==> src/hdl/sdr_pkg.sv <==
// ----------------------------------------------------------------------------
// sdr_pkg
// Shared constants and codes for the segmented delivery retry controller.
// ----------------------------------------------------------------------------
package sdr_pkg;

    localparam int ArgOverhead = 64;
    localparam int MaxSegments = 16;
    localparam int RetrySlots  = 4;

    localparam logic [16:0] DelayMin     = 17'(3 * 60);
    localparam logic [16:0] DelayMax     = 17'(4 * 60 * 60);
    localparam logic [16:0] DelayDefault = 17'(10 * 60);

    localparam logic [1:0] OP_DELIVER = 2'd0;
    localparam logic [1:0] OP_RESULT  = 2'd1;
    localparam logic [1:0] OP_ERROR   = 2'd2;
    localparam logic [1:0] OP_FAILURE = 2'd3;

    localparam logic [2:0] ACT_SEND       = 3'd0;
    localparam logic [2:0] ACT_RESEND     = 3'd1;
    localparam logic [2:0] ACT_DELIVERED  = 3'd2;
    localparam logic [2:0] ACT_RESPOOL    = 3'd3;
    localparam logic [2:0] ACT_NDR        = 3'd4;
    localparam logic [2:0] ACT_UNEXPECTED = 3'd5;

    localparam logic [2:0] REG_MAX_SINGLE  = 3'd0;
    localparam logic [2:0] REG_MIN_STREAM  = 3'd1;
    localparam logic [2:0] REG_MAX_RETRIES = 3'd2;
    localparam logic [2:0] REG_SLOTS       = 3'd3;
    localparam logic [2:0] REG_DELAY0      = 3'd4;
    localparam logic [2:0] REG_DELAY1      = 3'd5;
    localparam logic [2:0] REG_DELAY2      = 3'd6;
    localparam logic [2:0] REG_DELAY3      = 3'd7;

    typedef struct packed {
        logic start;
        logic busy;
        logic done;
    } t_div_ctl;

endpackage

==> src/hdl/segmented_delivery_retry_fsm_core.sv <==
// ----------------------------------------------------------------------------
// segmented_delivery_retry_fsm_core
// Delivery event controller: mode pick, segmentation, retry and respool.
// ----------------------------------------------------------------------------
// Usage:
//   Input channel i_valid/o_stall carries one event transaction. Output
//   channel o_valid/i_stall carries one result transaction per event.
//   Config channel i_cfg_valid/o_cfg_ready writes register i_cfg_index;
//   it is always ready.
// Sequencing: an accepted event is evaluated in S_EVAL, which registers
//   its result. A deliver request that needs segmentation instead runs
//   the bit-serial divider in S_DIV and registers its result in S_SEG;
//   one whose segment size is zero goes from S_EVAL straight to S_SEG
//   and respools.
// Flow: one event in work at a time; the next event is accepted only
//   after the result is taken.
// Reset: synchronous active low; registers take their default values and
//   the controller is idle.
// Stall: a result waits in the output register while i_stall is high; the
//   next event is taken once that register is free.
// ----------------------------------------------------------------------------
module segmented_delivery_retry_fsm_core
    import sdr_pkg::*;
(
    input  logic        i_clk,
    input  logic        i_rst_n,
    input  logic        i_valid,
    output logic        o_stall,
    input  logic [1:0]  i_operation,
    input  logic [23:0] i_content_length,
    input  logic [7:0]  i_version_major,
    input  logic [7:0]  i_version_minor,
    input  logic        i_efficient_mode,
    input  logic [7:0]  i_recipient_failures,
    input  logic        i_error_is_resource,
    input  logic [7:0]  i_error_code,
    output logic        o_valid,
    input  logic        i_stall,
    output logic [2:0]  o_action,
    output logic [1:0]  o_delivery_mode,
    output logic        o_segmented,
    output logic        o_first_segment,
    output logic [31:0] o_sequence_id,
    output logic [7:0]  o_segment_number,
    output logic [7:0]  o_segment_count,
    output logic [23:0] o_segment_bytes,
    output logic [16:0] o_retry_delay,
    output logic [7:0]  o_error_out,
    output logic        o_large_warning,
    input  logic        i_cfg_valid,
    output logic        o_cfg_ready,
    input  logic [2:0]  i_cfg_index,
    input  logic [23:0] i_cfg_data
);

    typedef enum logic [1:0] {S_IDLE, S_EVAL, S_DIV, S_SEG} t_state;

    t_state      r_state;
    logic [15:0] r_max_single;
    logic [23:0] r_min_stream;
    logic [7:0]  r_max_retries;
    logic [2:0]  r_slots;
    logic [16:0] r_delay [4];

    logic        r_phase, r_all_sent, r_is_seg;
    logic [31:0] r_seq;
    logic [7:0]  r_next_seg, r_last_seg, r_retry, r_fail;
    logic [23:0] r_left;
    logic [1:0]  r_mode;

    logic [1:0]  r_op;
    logic [23:0] r_content;
    logic [7:0]  r_vmaj, r_vmin, r_rfail, r_ecode;
    logic        r_eff, r_eres;

    logic        r_ov;
    logic [2:0]  r_act;
    logic [1:0]  r_omode;
    logic        r_oseg, r_ofirst, r_owarn;
    logic [31:0] r_oseq;
    logic [7:0]  r_onum, r_ocnt, r_oerr;
    logic [23:0] r_obytes;
    logic [16:0] r_odelay;

    t_div_ctl    w_div;
    logic        w_div_start;
    logic [23:0] w_ceil;
    logic [15:0] w_seg;
    logic [24:0] w_len;
    logic [2:0]  w_slots;
    logic [7:0]  w_idx;
    logic [16:0] w_d, w_delay;
    logic [7:0]  w_retry_inc;
    logic [23:0] w_bytes;
    logic [1:0]  w_mode;

    assign o_cfg_ready = 1'b1;
    assign o_stall     = (r_state != S_IDLE) || r_ov;
    assign w_seg  = (r_max_single > 16'(ArgOverhead)) ? r_max_single - 16'(ArgOverhead) : '0;
    assign w_len  = {1'b0, r_content} + 25'(ArgOverhead);
    assign w_div_start = (r_state == S_EVAL) && !r_phase && (r_op == OP_DELIVER)
        && (w_len > {9'd0, r_max_single}) && (w_len < {1'b0, r_min_stream})
        && (w_seg != '0);

    always_comb begin
        w_slots = (r_slots == 3'd0) ? 3'd1 : r_slots;
        if (w_slots > 3'(RetrySlots)) begin
            w_slots = 3'(RetrySlots);
        end
        w_idx = (r_fail < {5'd0, w_slots}) ? r_fail : {5'd0, w_slots - 3'd1};
        w_d   = r_delay[w_idx[1:0]];
        w_delay = (w_d < DelayMin || w_d > DelayMax) ? DelayDefault : w_d;
        w_retry_inc = (r_retry == 8'hFF) ? r_retry : r_retry + 8'd1;
        if (r_next_seg >= r_last_seg || w_seg == '0 || {8'd0, w_seg} > r_left) begin
            w_bytes = r_left;
        end else begin
            w_bytes = {8'd0, w_seg};
        end
        if (r_vmaj == 8'd1 && r_vmin == 8'd0) begin
            w_mode = 2'd0;
        end else if (r_eff) begin
            w_mode = 2'd1;
        end else begin
            w_mode = 2'd2;
        end
    end

    sdr_divider u_div (
        .i_clk      (i_clk),
        .i_rst_n    (i_rst_n),
        .i_start    (w_div_start),
        .i_dividend (r_content),
        .i_divisor  (w_seg),
        .o_ctl      (w_div),
        .o_ceil     (w_ceil)
    );

    always_ff @(posedge i_clk) begin
        if (!i_rst_n) begin
            r_state       <= S_IDLE;
            r_ov          <= 1'b0;
            r_max_single  <= 16'd1500;
            r_min_stream  <= 24'd65536;
            r_max_retries <= 8'd3;
            r_slots       <= 3'd4;
            r_delay[0]    <= 17'd600;
            r_delay[1]    <= 17'd1200;
            r_delay[2]    <= 17'd3600;
            r_delay[3]    <= 17'd7200;
            r_phase       <= 1'b0;
            r_all_sent    <= 1'b0;
            r_is_seg      <= 1'b0;
            r_seq         <= '0;
            r_next_seg    <= '0;
            r_last_seg    <= '0;
            r_left        <= '0;
            r_retry       <= '0;
            r_fail        <= '0;
            r_mode        <= '0;
        end else begin
            if (i_cfg_valid) begin
                unique case (i_cfg_index)
                    REG_MAX_SINGLE:  r_max_single  <= i_cfg_data[15:0];
                    REG_MIN_STREAM:  r_min_stream  <= i_cfg_data;
                    REG_MAX_RETRIES: r_max_retries <= i_cfg_data[7:0];
                    REG_SLOTS:       r_slots       <= i_cfg_data[2:0];
                    REG_DELAY0:      r_delay[0]    <= i_cfg_data[16:0];
                    REG_DELAY1:      r_delay[1]    <= i_cfg_data[16:0];
                    REG_DELAY2:      r_delay[2]    <= i_cfg_data[16:0];
                    REG_DELAY3:      r_delay[3]    <= i_cfg_data[16:0];
                    default: ;
                endcase
            end
            if (r_ov && !i_stall) begin
                r_ov <= 1'b0;
            end
            unique case (r_state)
                S_IDLE: begin
                    if (i_valid && !o_stall) begin
                        r_op      <= i_operation;
                        r_content <= i_content_length;
                        r_vmaj    <= i_version_major;
                        r_vmin    <= i_version_minor;
                        r_eff     <= i_efficient_mode;
                        r_rfail   <= i_recipient_failures;
                        r_eres    <= i_error_is_resource;
                        r_ecode   <= i_error_code;
                        r_state   <= S_EVAL;
                    end
                end
                S_EVAL: begin
                    r_act    <= ACT_UNEXPECTED;
                    r_omode  <= '0;
                    r_oseg   <= 1'b0;
                    r_ofirst <= 1'b0;
                    r_oseq   <= '0;
                    r_onum   <= '0;
                    r_ocnt   <= '0;
                    r_obytes <= '0;
                    r_odelay <= '0;
                    r_oerr   <= '0;
                    r_owarn  <= 1'b0;
                    r_state  <= S_IDLE;
                    r_ov     <= 1'b1;
                    if (!r_phase) begin
                        if (r_op == OP_DELIVER) begin
                            r_mode   <= w_mode;
                            r_fail   <= r_rfail;
                            r_retry  <= '0;
                            r_phase  <= 1'b1;
                            r_omode  <= w_mode;
                            r_owarn  <= w_len >= {1'b0, r_min_stream};
                            if (w_len > {9'd0, r_max_single}
                                    && w_len < {1'b0, r_min_stream}) begin
                                r_seq    <= r_seq + 32'd1;
                                r_is_seg <= 1'b1;
                                if (w_seg == '0) begin
                                    r_fail   <= r_rfail;
                                    r_state  <= S_SEG;
                                    r_ov     <= 1'b0;
                                end else begin
                                    r_state <= S_DIV;
                                    r_ov    <= 1'b0;
                                end
                            end else begin
                                r_is_seg   <= 1'b0;
                                r_left     <= '0;
                                r_next_seg <= 8'd1;
                                r_last_seg <= '0;
                                r_all_sent <= 1'b1;
                                r_act      <= ACT_SEND;
                                r_ocnt     <= 8'd1;
                                r_obytes   <= r_content;
                            end
                        end
                    end else begin
                        r_omode <= r_mode;
                        r_oseg  <= r_is_seg;
                        r_oseq  <= r_is_seg ? r_seq : '0;
                        unique case (r_op)
                            OP_RESULT: begin
                                if (r_all_sent) begin
                                    r_act   <= ACT_DELIVERED;
                                    r_phase <= 1'b0;
                                end else begin
                                    r_act      <= ACT_SEND;
                                    r_onum     <= r_next_seg;
                                    r_ocnt     <= r_last_seg + 8'd1;
                                    r_obytes   <= w_bytes;
                                    r_left     <= r_left - w_bytes;
                                    r_next_seg <= r_next_seg + 8'd1;
                                    if (r_next_seg + 8'd1 > r_last_seg
                                            || r_next_seg == 8'hFF) begin
                                        r_all_sent <= 1'b1;
                                    end
                                end
                            end
                            OP_ERROR: begin
                                r_phase <= 1'b0;
                                if (r_eres) begin
                                    r_act    <= ACT_RESPOOL;
                                    r_odelay <= w_delay;
                                end else begin
                                    r_act  <= ACT_NDR;
                                    r_oerr <= r_ecode;
                                end
                            end
                            OP_FAILURE: begin
                                r_retry <= w_retry_inc;
                                if (w_retry_inc >= r_max_retries) begin
                                    r_act    <= ACT_RESPOOL;
                                    r_odelay <= w_delay;
                                    r_phase  <= 1'b0;
                                end else begin
                                    r_act  <= ACT_RESEND;
                                    r_onum <= r_next_seg - 8'd1;
                                    r_ocnt <= r_last_seg + 8'd1;
                                end
                            end
                            default: begin
                                r_omode <= '0;
                                r_oseg  <= 1'b0;
                                r_oseq  <= '0;
                                r_phase <= 1'b0;
                            end
                        endcase
                    end
                end
                S_DIV: begin
                    if (w_div.done) begin
                        r_state <= S_SEG;
                    end
                end
                S_SEG: begin
                    r_ov     <= 1'b1;
                    r_state  <= S_IDLE;
                    r_oseg   <= 1'b1;
                    r_oseq   <= r_seq;
                    if (w_seg == '0 || w_ceil > 24'(MaxSegments) || w_ceil > 24'd255) begin
                        r_act    <= ACT_RESPOOL;
                        r_odelay <= w_delay;
                        r_owarn  <= 1'b0;
                        r_phase  <= 1'b0;
                    end else begin
                        r_act      <= ACT_SEND;
                        r_ofirst   <= 1'b1;
                        r_ocnt     <= (w_ceil == '0) ? 8'd1 : w_ceil[7:0];
                        r_obytes   <= (r_content < {8'd0, w_seg}) ? r_content : {8'd0, w_seg};
                        r_left     <= (r_content < {8'd0, w_seg}) ? '0
                                      : r_content - {8'd0, w_seg};
                        r_next_seg <= 8'd1;
                        r_last_seg <= (w_ceil == '0) ? 8'd0 : w_ceil[7:0] - 8'd1;
                        r_all_sent <= (w_ceil <= 24'd1);
                    end
                end
                default: r_state <= S_IDLE;
            endcase
        end
    end

    assign o_valid          = r_ov;
    assign o_action         = r_act;
    assign o_delivery_mode  = r_omode;
    assign o_segmented      = r_oseg;
    assign o_first_segment  = r_ofirst;
    assign o_sequence_id    = r_oseq;
    assign o_segment_number = r_onum;
    assign o_segment_count  = r_ocnt;
    assign o_segment_bytes  = r_obytes;
    assign o_retry_delay    = r_odelay;
    assign o_error_out      = r_oerr;
    assign o_large_warning  = r_owarn;

`ifndef ASSERT_OFF
    a_busy_no_out: assert property (@(posedge i_clk) disable iff (!i_rst_n)
        (r_state == S_DIV) |-> !r_ov) else $error("result during divide");
    a_div_only_div: assert property (@(posedge i_clk) disable iff (!i_rst_n)
        w_div.busy |-> (r_state == S_DIV)) else $error("divider busy outside divide");
    a_ov_hold: assert property (@(posedge i_clk) disable iff (!i_rst_n)
        (r_ov && i_stall) |=> (r_ov && $stable(r_act))) else $error("result lost");
`endif

endmodule

==> src/hdl/sdr_divider.sv <==
// ----------------------------------------------------------------------------
// sdr_divider
// Bit-serial restoring divider, one quotient bit per cycle, giving the
// ceiling of content over segment size.
// ----------------------------------------------------------------------------
module sdr_divider
    import sdr_pkg::*;
(
    input  logic        i_clk,
    input  logic        i_rst_n,
    input  logic        i_start,
    input  logic [23:0] i_dividend,
    input  logic [15:0] i_divisor,
    output t_div_ctl    o_ctl,
    output logic [23:0] o_ceil
);

    logic [23:0] r_quo, n_quo;
    logic [24:0] r_rem, n_rem;
    logic [4:0]  r_cnt, n_cnt;
    logic        r_busy, n_busy;
    logic        r_done, n_done;
    logic [15:0] r_div;
    logic [24:0] w_trial;

    always_comb begin
        w_trial = {r_rem[23:0], r_quo[23]};
        n_quo   = r_quo;
        n_rem   = r_rem;
        n_cnt   = r_cnt;
        n_busy  = r_busy;
        n_done  = 1'b0;
        if (i_start) begin
            n_quo  = i_dividend;
            n_rem  = '0;
            n_cnt  = 5'd0;
            n_busy = 1'b1;
        end else if (r_busy) begin
            if (w_trial >= {9'd0, r_div}) begin
                n_rem = w_trial - {9'd0, r_div};
                n_quo = {r_quo[22:0], 1'b1};
            end else begin
                n_rem = w_trial;
                n_quo = {r_quo[22:0], 1'b0};
            end
            n_cnt = r_cnt + 5'd1;
            if (r_cnt == 5'd23) begin
                n_busy = 1'b0;
                n_done = 1'b1;
            end
        end
    end

    always_ff @(posedge i_clk) begin
        if (!i_rst_n) begin
            r_busy <= 1'b0;
            r_done <= 1'b0;
            r_cnt  <= '0;
        end else begin
            r_busy <= n_busy;
            r_done <= n_done;
            r_cnt  <= n_cnt;
        end
        r_quo <= n_quo;
        r_rem <= n_rem;
        if (i_start) begin
            r_div <= i_divisor;
        end
    end

    assign o_ctl  = '{start: i_start, busy: r_busy, done: r_done};
    assign o_ceil = r_quo + {23'd0, (r_rem != '0)};

endmodule
==> config.mk <==
export PLATFORM = sky130hd
export DESIGN_NAME = segmented_delivery_retry_fsm_core
export DESIGN_NICKNAME = d
export VERILOG_FILES = /design/src/hdl/sdr_pkg.sv /design/src/hdl/segmented_delivery_retry_fsm_core.sv /design/src/hdl/sdr_divider.sv
export SDC_FILE = /design/constraint.sdc
export NUM_CORES = 1
export LEC_CHECK = 0
export BUFFER_PORTS_ARGS = -buffer_cell sky130_fd_sc_hd__buf_4
export CORE_ASPECT_RATIO = 0.8
export CORE_MARGIN = 4
export CORE_UTILIZATION = 30
export CTS_CLUSTER_DIAMETER = 40
export DETAILED_ROUTE_END_ITERATION = 12
export PLACE_DENSITY = 0.45
export SETUP_SLACK_MARGIN = 0.1
export SYNTH_ARGS = -nofsm -noshare
export SYNTH_HDL_FRONTEND = slang
export SYNTH_SLANG_ARGS = --single-unit
==> constraint.sdc <==
create_clock -name i_clk -period 16.5 [get_ports i_clk]
set_input_delay 3.3 -clock i_clk [delete_from_list [all_inputs] [get_ports i_clk]]
set_output_delay 3.3 -clock i_clk [all_outputs]
set_load 0.05 [all_outputs]
==> flow_summary.ini <==
[run_status]
status = finished, final reports clean

[setup_path]
setup.worst_path.end_class = register
crit_arrival_ns = 8.65
setup.worst_path.class = reg -> reg
cp_slowest_cell = or4_1
regToRegSetupSlack_ns = 8.37
critPathMaxStageDelay_ns = 0.66
worstPathRequired_ns = 17.01
path_cells = nor4_1 -> nand3_1 -> or4_1 -> nand2_1 -> inv_1 -> ha_1 -> nor2b_1 -> o211ai_1 -> a21boi_0 -> or4b_1 -> a311oi_1 -> nand2_2 -> o21ai_0 -> inv_1 -> ha_1 -> nor2b_1 -> o31a_1 -> o211a_1 -> o21a_1 -> o311ai_0 -> a31oi_1 -> mux2_2 -> o221a_2 -> a211oi_1
startpoint_type = register
critical_path.max_fanout = 32

[route]
drtIter0Drc = 1582
via_per_inst = 5.238
finalWirelength_mm = 84.99
firstDrtPassIters = 5
routedWlPerCell_um = 21.28
vias = 20920
postRouteAntennaNets = 0
drc = 0

[clock_network]
cts.clk_slew.worst_paths_ns = 0.05
cts-root-buf = clkbuf_16
ctsHoldBuffers = 0
cts_tree = built
clk_latency_ns = 0.64
cts_buffer_depth = 3
cts-resized-gates = 0
htree_num_levels = 3
cts_setup_buffers = 0
cts_sinks = 452
cts_buffers = 85

[cells_and_area]
layout-area-overhead-vs-synth_pct = 22.38
drive_gt1_frac = 0.1551
finalNetCount = 3056
fin_cells = 3994

[grt]
grt_pass1_wl_mm = 127.2
overflow = 0
grt_pass1_vias = 20240
grt_max_degree = 61
antenna_found_initial = 7
gr-usage-all-layers = 0.1854

[place]
port_buffers = 198
gp_congestion = 0.9236
dp_hpwl_mm = 61.56
dpl_worst_slack_ns = 8.478
place_inst = 3834

[synthesis]
synth.distinct_cells = 93
synth_edf_count = 273
syn_inst = 2621
syn_area_um2 = 25310
yosys-top-cells-area = edfxtp_1 32%, dfxtp_1 14%, ha_1 7.1%, nand2_1 5.0%, a21oi_1 3.4%
synth.top_cells.by_count = 334 x nand2_1, 273 x edfxtp_1, 209 x nor2_1, 179 x dfxtp_1, 170 x a21oi_1
yosysSeqAreaShare = 0.4655
synth_ff_type = edfxtp_1
ys_ff_latch = 452
synth_top_area_frac = 0.3239
yosysWarnings = 0
synth_area_per_cell_um2 = 9.656
synth_async_sr_flop_share = 0
yosysMostFrequentCell = nand2_1
yosysTopAreaCell = edfxtp_1

[sta]
slew_violations = 0
postLayoutSetupSlackWorst_ns = 8.366
period_minus_slack_ns = 8.134
setup_viol = 0
slew_headroom = 0.2772
fin_tns_setup_ns = 0
rsz0062_at_grt = false
fmax_mhz = 122.9
fin_skew_ns = 0.02602
finalHoldViolCount = 0
post-route-period-util = 0.4930
worst_pin_slew_ns = 1.084

[power_and_ir_drop]
power_density_nw_per_um2 = 118.8
ir_drop_uv = 64.25
p_leak_uw = 0.01200

[floorplan]
dieHeight_um = 267.8
ioPinCount = 200
rows = 94
die_w_um = 332.7
dieArea_um2 = 89100
initial_core_util = 0.3052
coreArea_um2 = 82920

[flow_run]
cap_violations = 0

[hold_path]
hp-class = reg -> reg
## critical path, delay by kind of cell (launching register included)
| kind | cells | cell delay, ns |
|---|---|---|
| adder cells (fa/ha/maj) | 2 | 0.57 |
| AND/OR/NAND/NOR | 8 | 2.95 |
| buffers and inverters | 2 | 0.22 |
| flip-flops | 1 | 0.40 |
| AO/OA/AOI/OAI | 11 | 3.49 |
| multiplexers | 1 | 0.37 |
## state kept, by name, summed over array words and instances (netlist names), 16 cells and up, named ones only
register and count:
r_content 24, r_max_single 16, o_segment_bytes 24, o_retry_delay 17, u_div.r_rem 25, r_left 24, o_sequence_id 32, u_div.r_quo 24
r_seq 32, r_min_stream 24, u_div.r_div 16, r_delay 68
## kinds of logic after synthesis
kind of cell             share of synthesized area
buffers and inverters                      0.04266
adder cells (fa/ha/maj)                    0.07356
AND/OR/NAND/NOR                             0.1961
multiplexers                               0.03747
flip-flops                                  0.4655
AO/OA/AOI/OAI                               0.1443
XOR/XNOR                                   0.04014
other                                    0.0002967
## per-stage QoR
| step | power, uW | util | hold WS (ns) | instance area (um2) |
|---|---|---|---|---|
| after floorplan | 1718 | - | 0.4363 | 25320 |
| after global placement | 1879 | 0.3374 | 0.4473 | 27980 |
| after detailed placement | 1887 | 0.3374 | 0.4477 | 27980 |
| after CTS | 3720 | 0.3735 | 0.4552 | 30970 |
| after global routing | 3844 | 0.3735 | 0.4768 | 30970 |
| final | 3679 | 0.3735 | 0.4535 | 30970 |
## layout make-up
cell class / instances / area (um2)
antenna: 1 / 2.502
clock buffer: 97 / 2256
clock inverter: 62 / 735.7
fill: 8297 / 51940
inverter: 142 / 534.3
multi-input combinational: 1907 / 12560
sequential: 452 / 11780
tap: 1104 / 1381
timing repair buffer: 229 / 1719
## where the power goes
part / internal (uW) / leakage, uW / switching [uW] / total [uW]
registers: 1260 / 0.00407 / 64.0 / 1320
clock network: 1160 / 0.00145 / 649 / 1810
logic: 223 / 0.00648 / 326 / 548
## layer usage
layer / vias to the layer above / share of wire / track usage
met2: 748 / 0.43 / 0.2793
li1: 9927 / - / -
met3: 127 / 0.082 / 0.04478
met5: - / 0.00064 / 0
met4: 8 / 0.021 / 0.04846
met1: 10110 / 0.47 / 0.2674
## cells in the final DEF (no fill, tap or decap), types with 25 or more instances in the layout
master | Yosys | final
ha_1 | 144 | 144
nor4_1 | 28 | 28
edfxtp_1 | 273 | 273
dfxtp_1 | 179 | 179
or3_1 | 30 | 30
nor2_1 | 209 | 207
nor3_1 | 48 | 46
clkbuf_16 | 0 | 88
o21a_1 | 25 | 25
nand2_1 | 334 | 334
mux2i_1 | 48 | 48
nand3_1 | 79 | 79
and2_1 | 100 | 100
buf_4 | 7 | 229
inv_1 | 140 | 140
a21oi_1 | 170 | 168
nand2b_1 | 37 | 37
o21ai_0 | 108 | 104
a21o_1 | 26 | 26
nand4_1 | 50 | 50
xor2_1 | 48 | 48
xnor2_1 | 68 | 68
and3_1 | 26 | 26
## path summary, 6_finish.rpt
check | from | to | cells after the start
min reg2reg | r_min_stream[21] | r_min_stream[21] | 2
max reg2reg | r_max_single[10] | r_left[23] | 24
max | r_max_single[10] | r_left[23] | 24
min | r_min_stream[21] | r_min_stream[21] | 2
(Power assumes the default switching activity.)
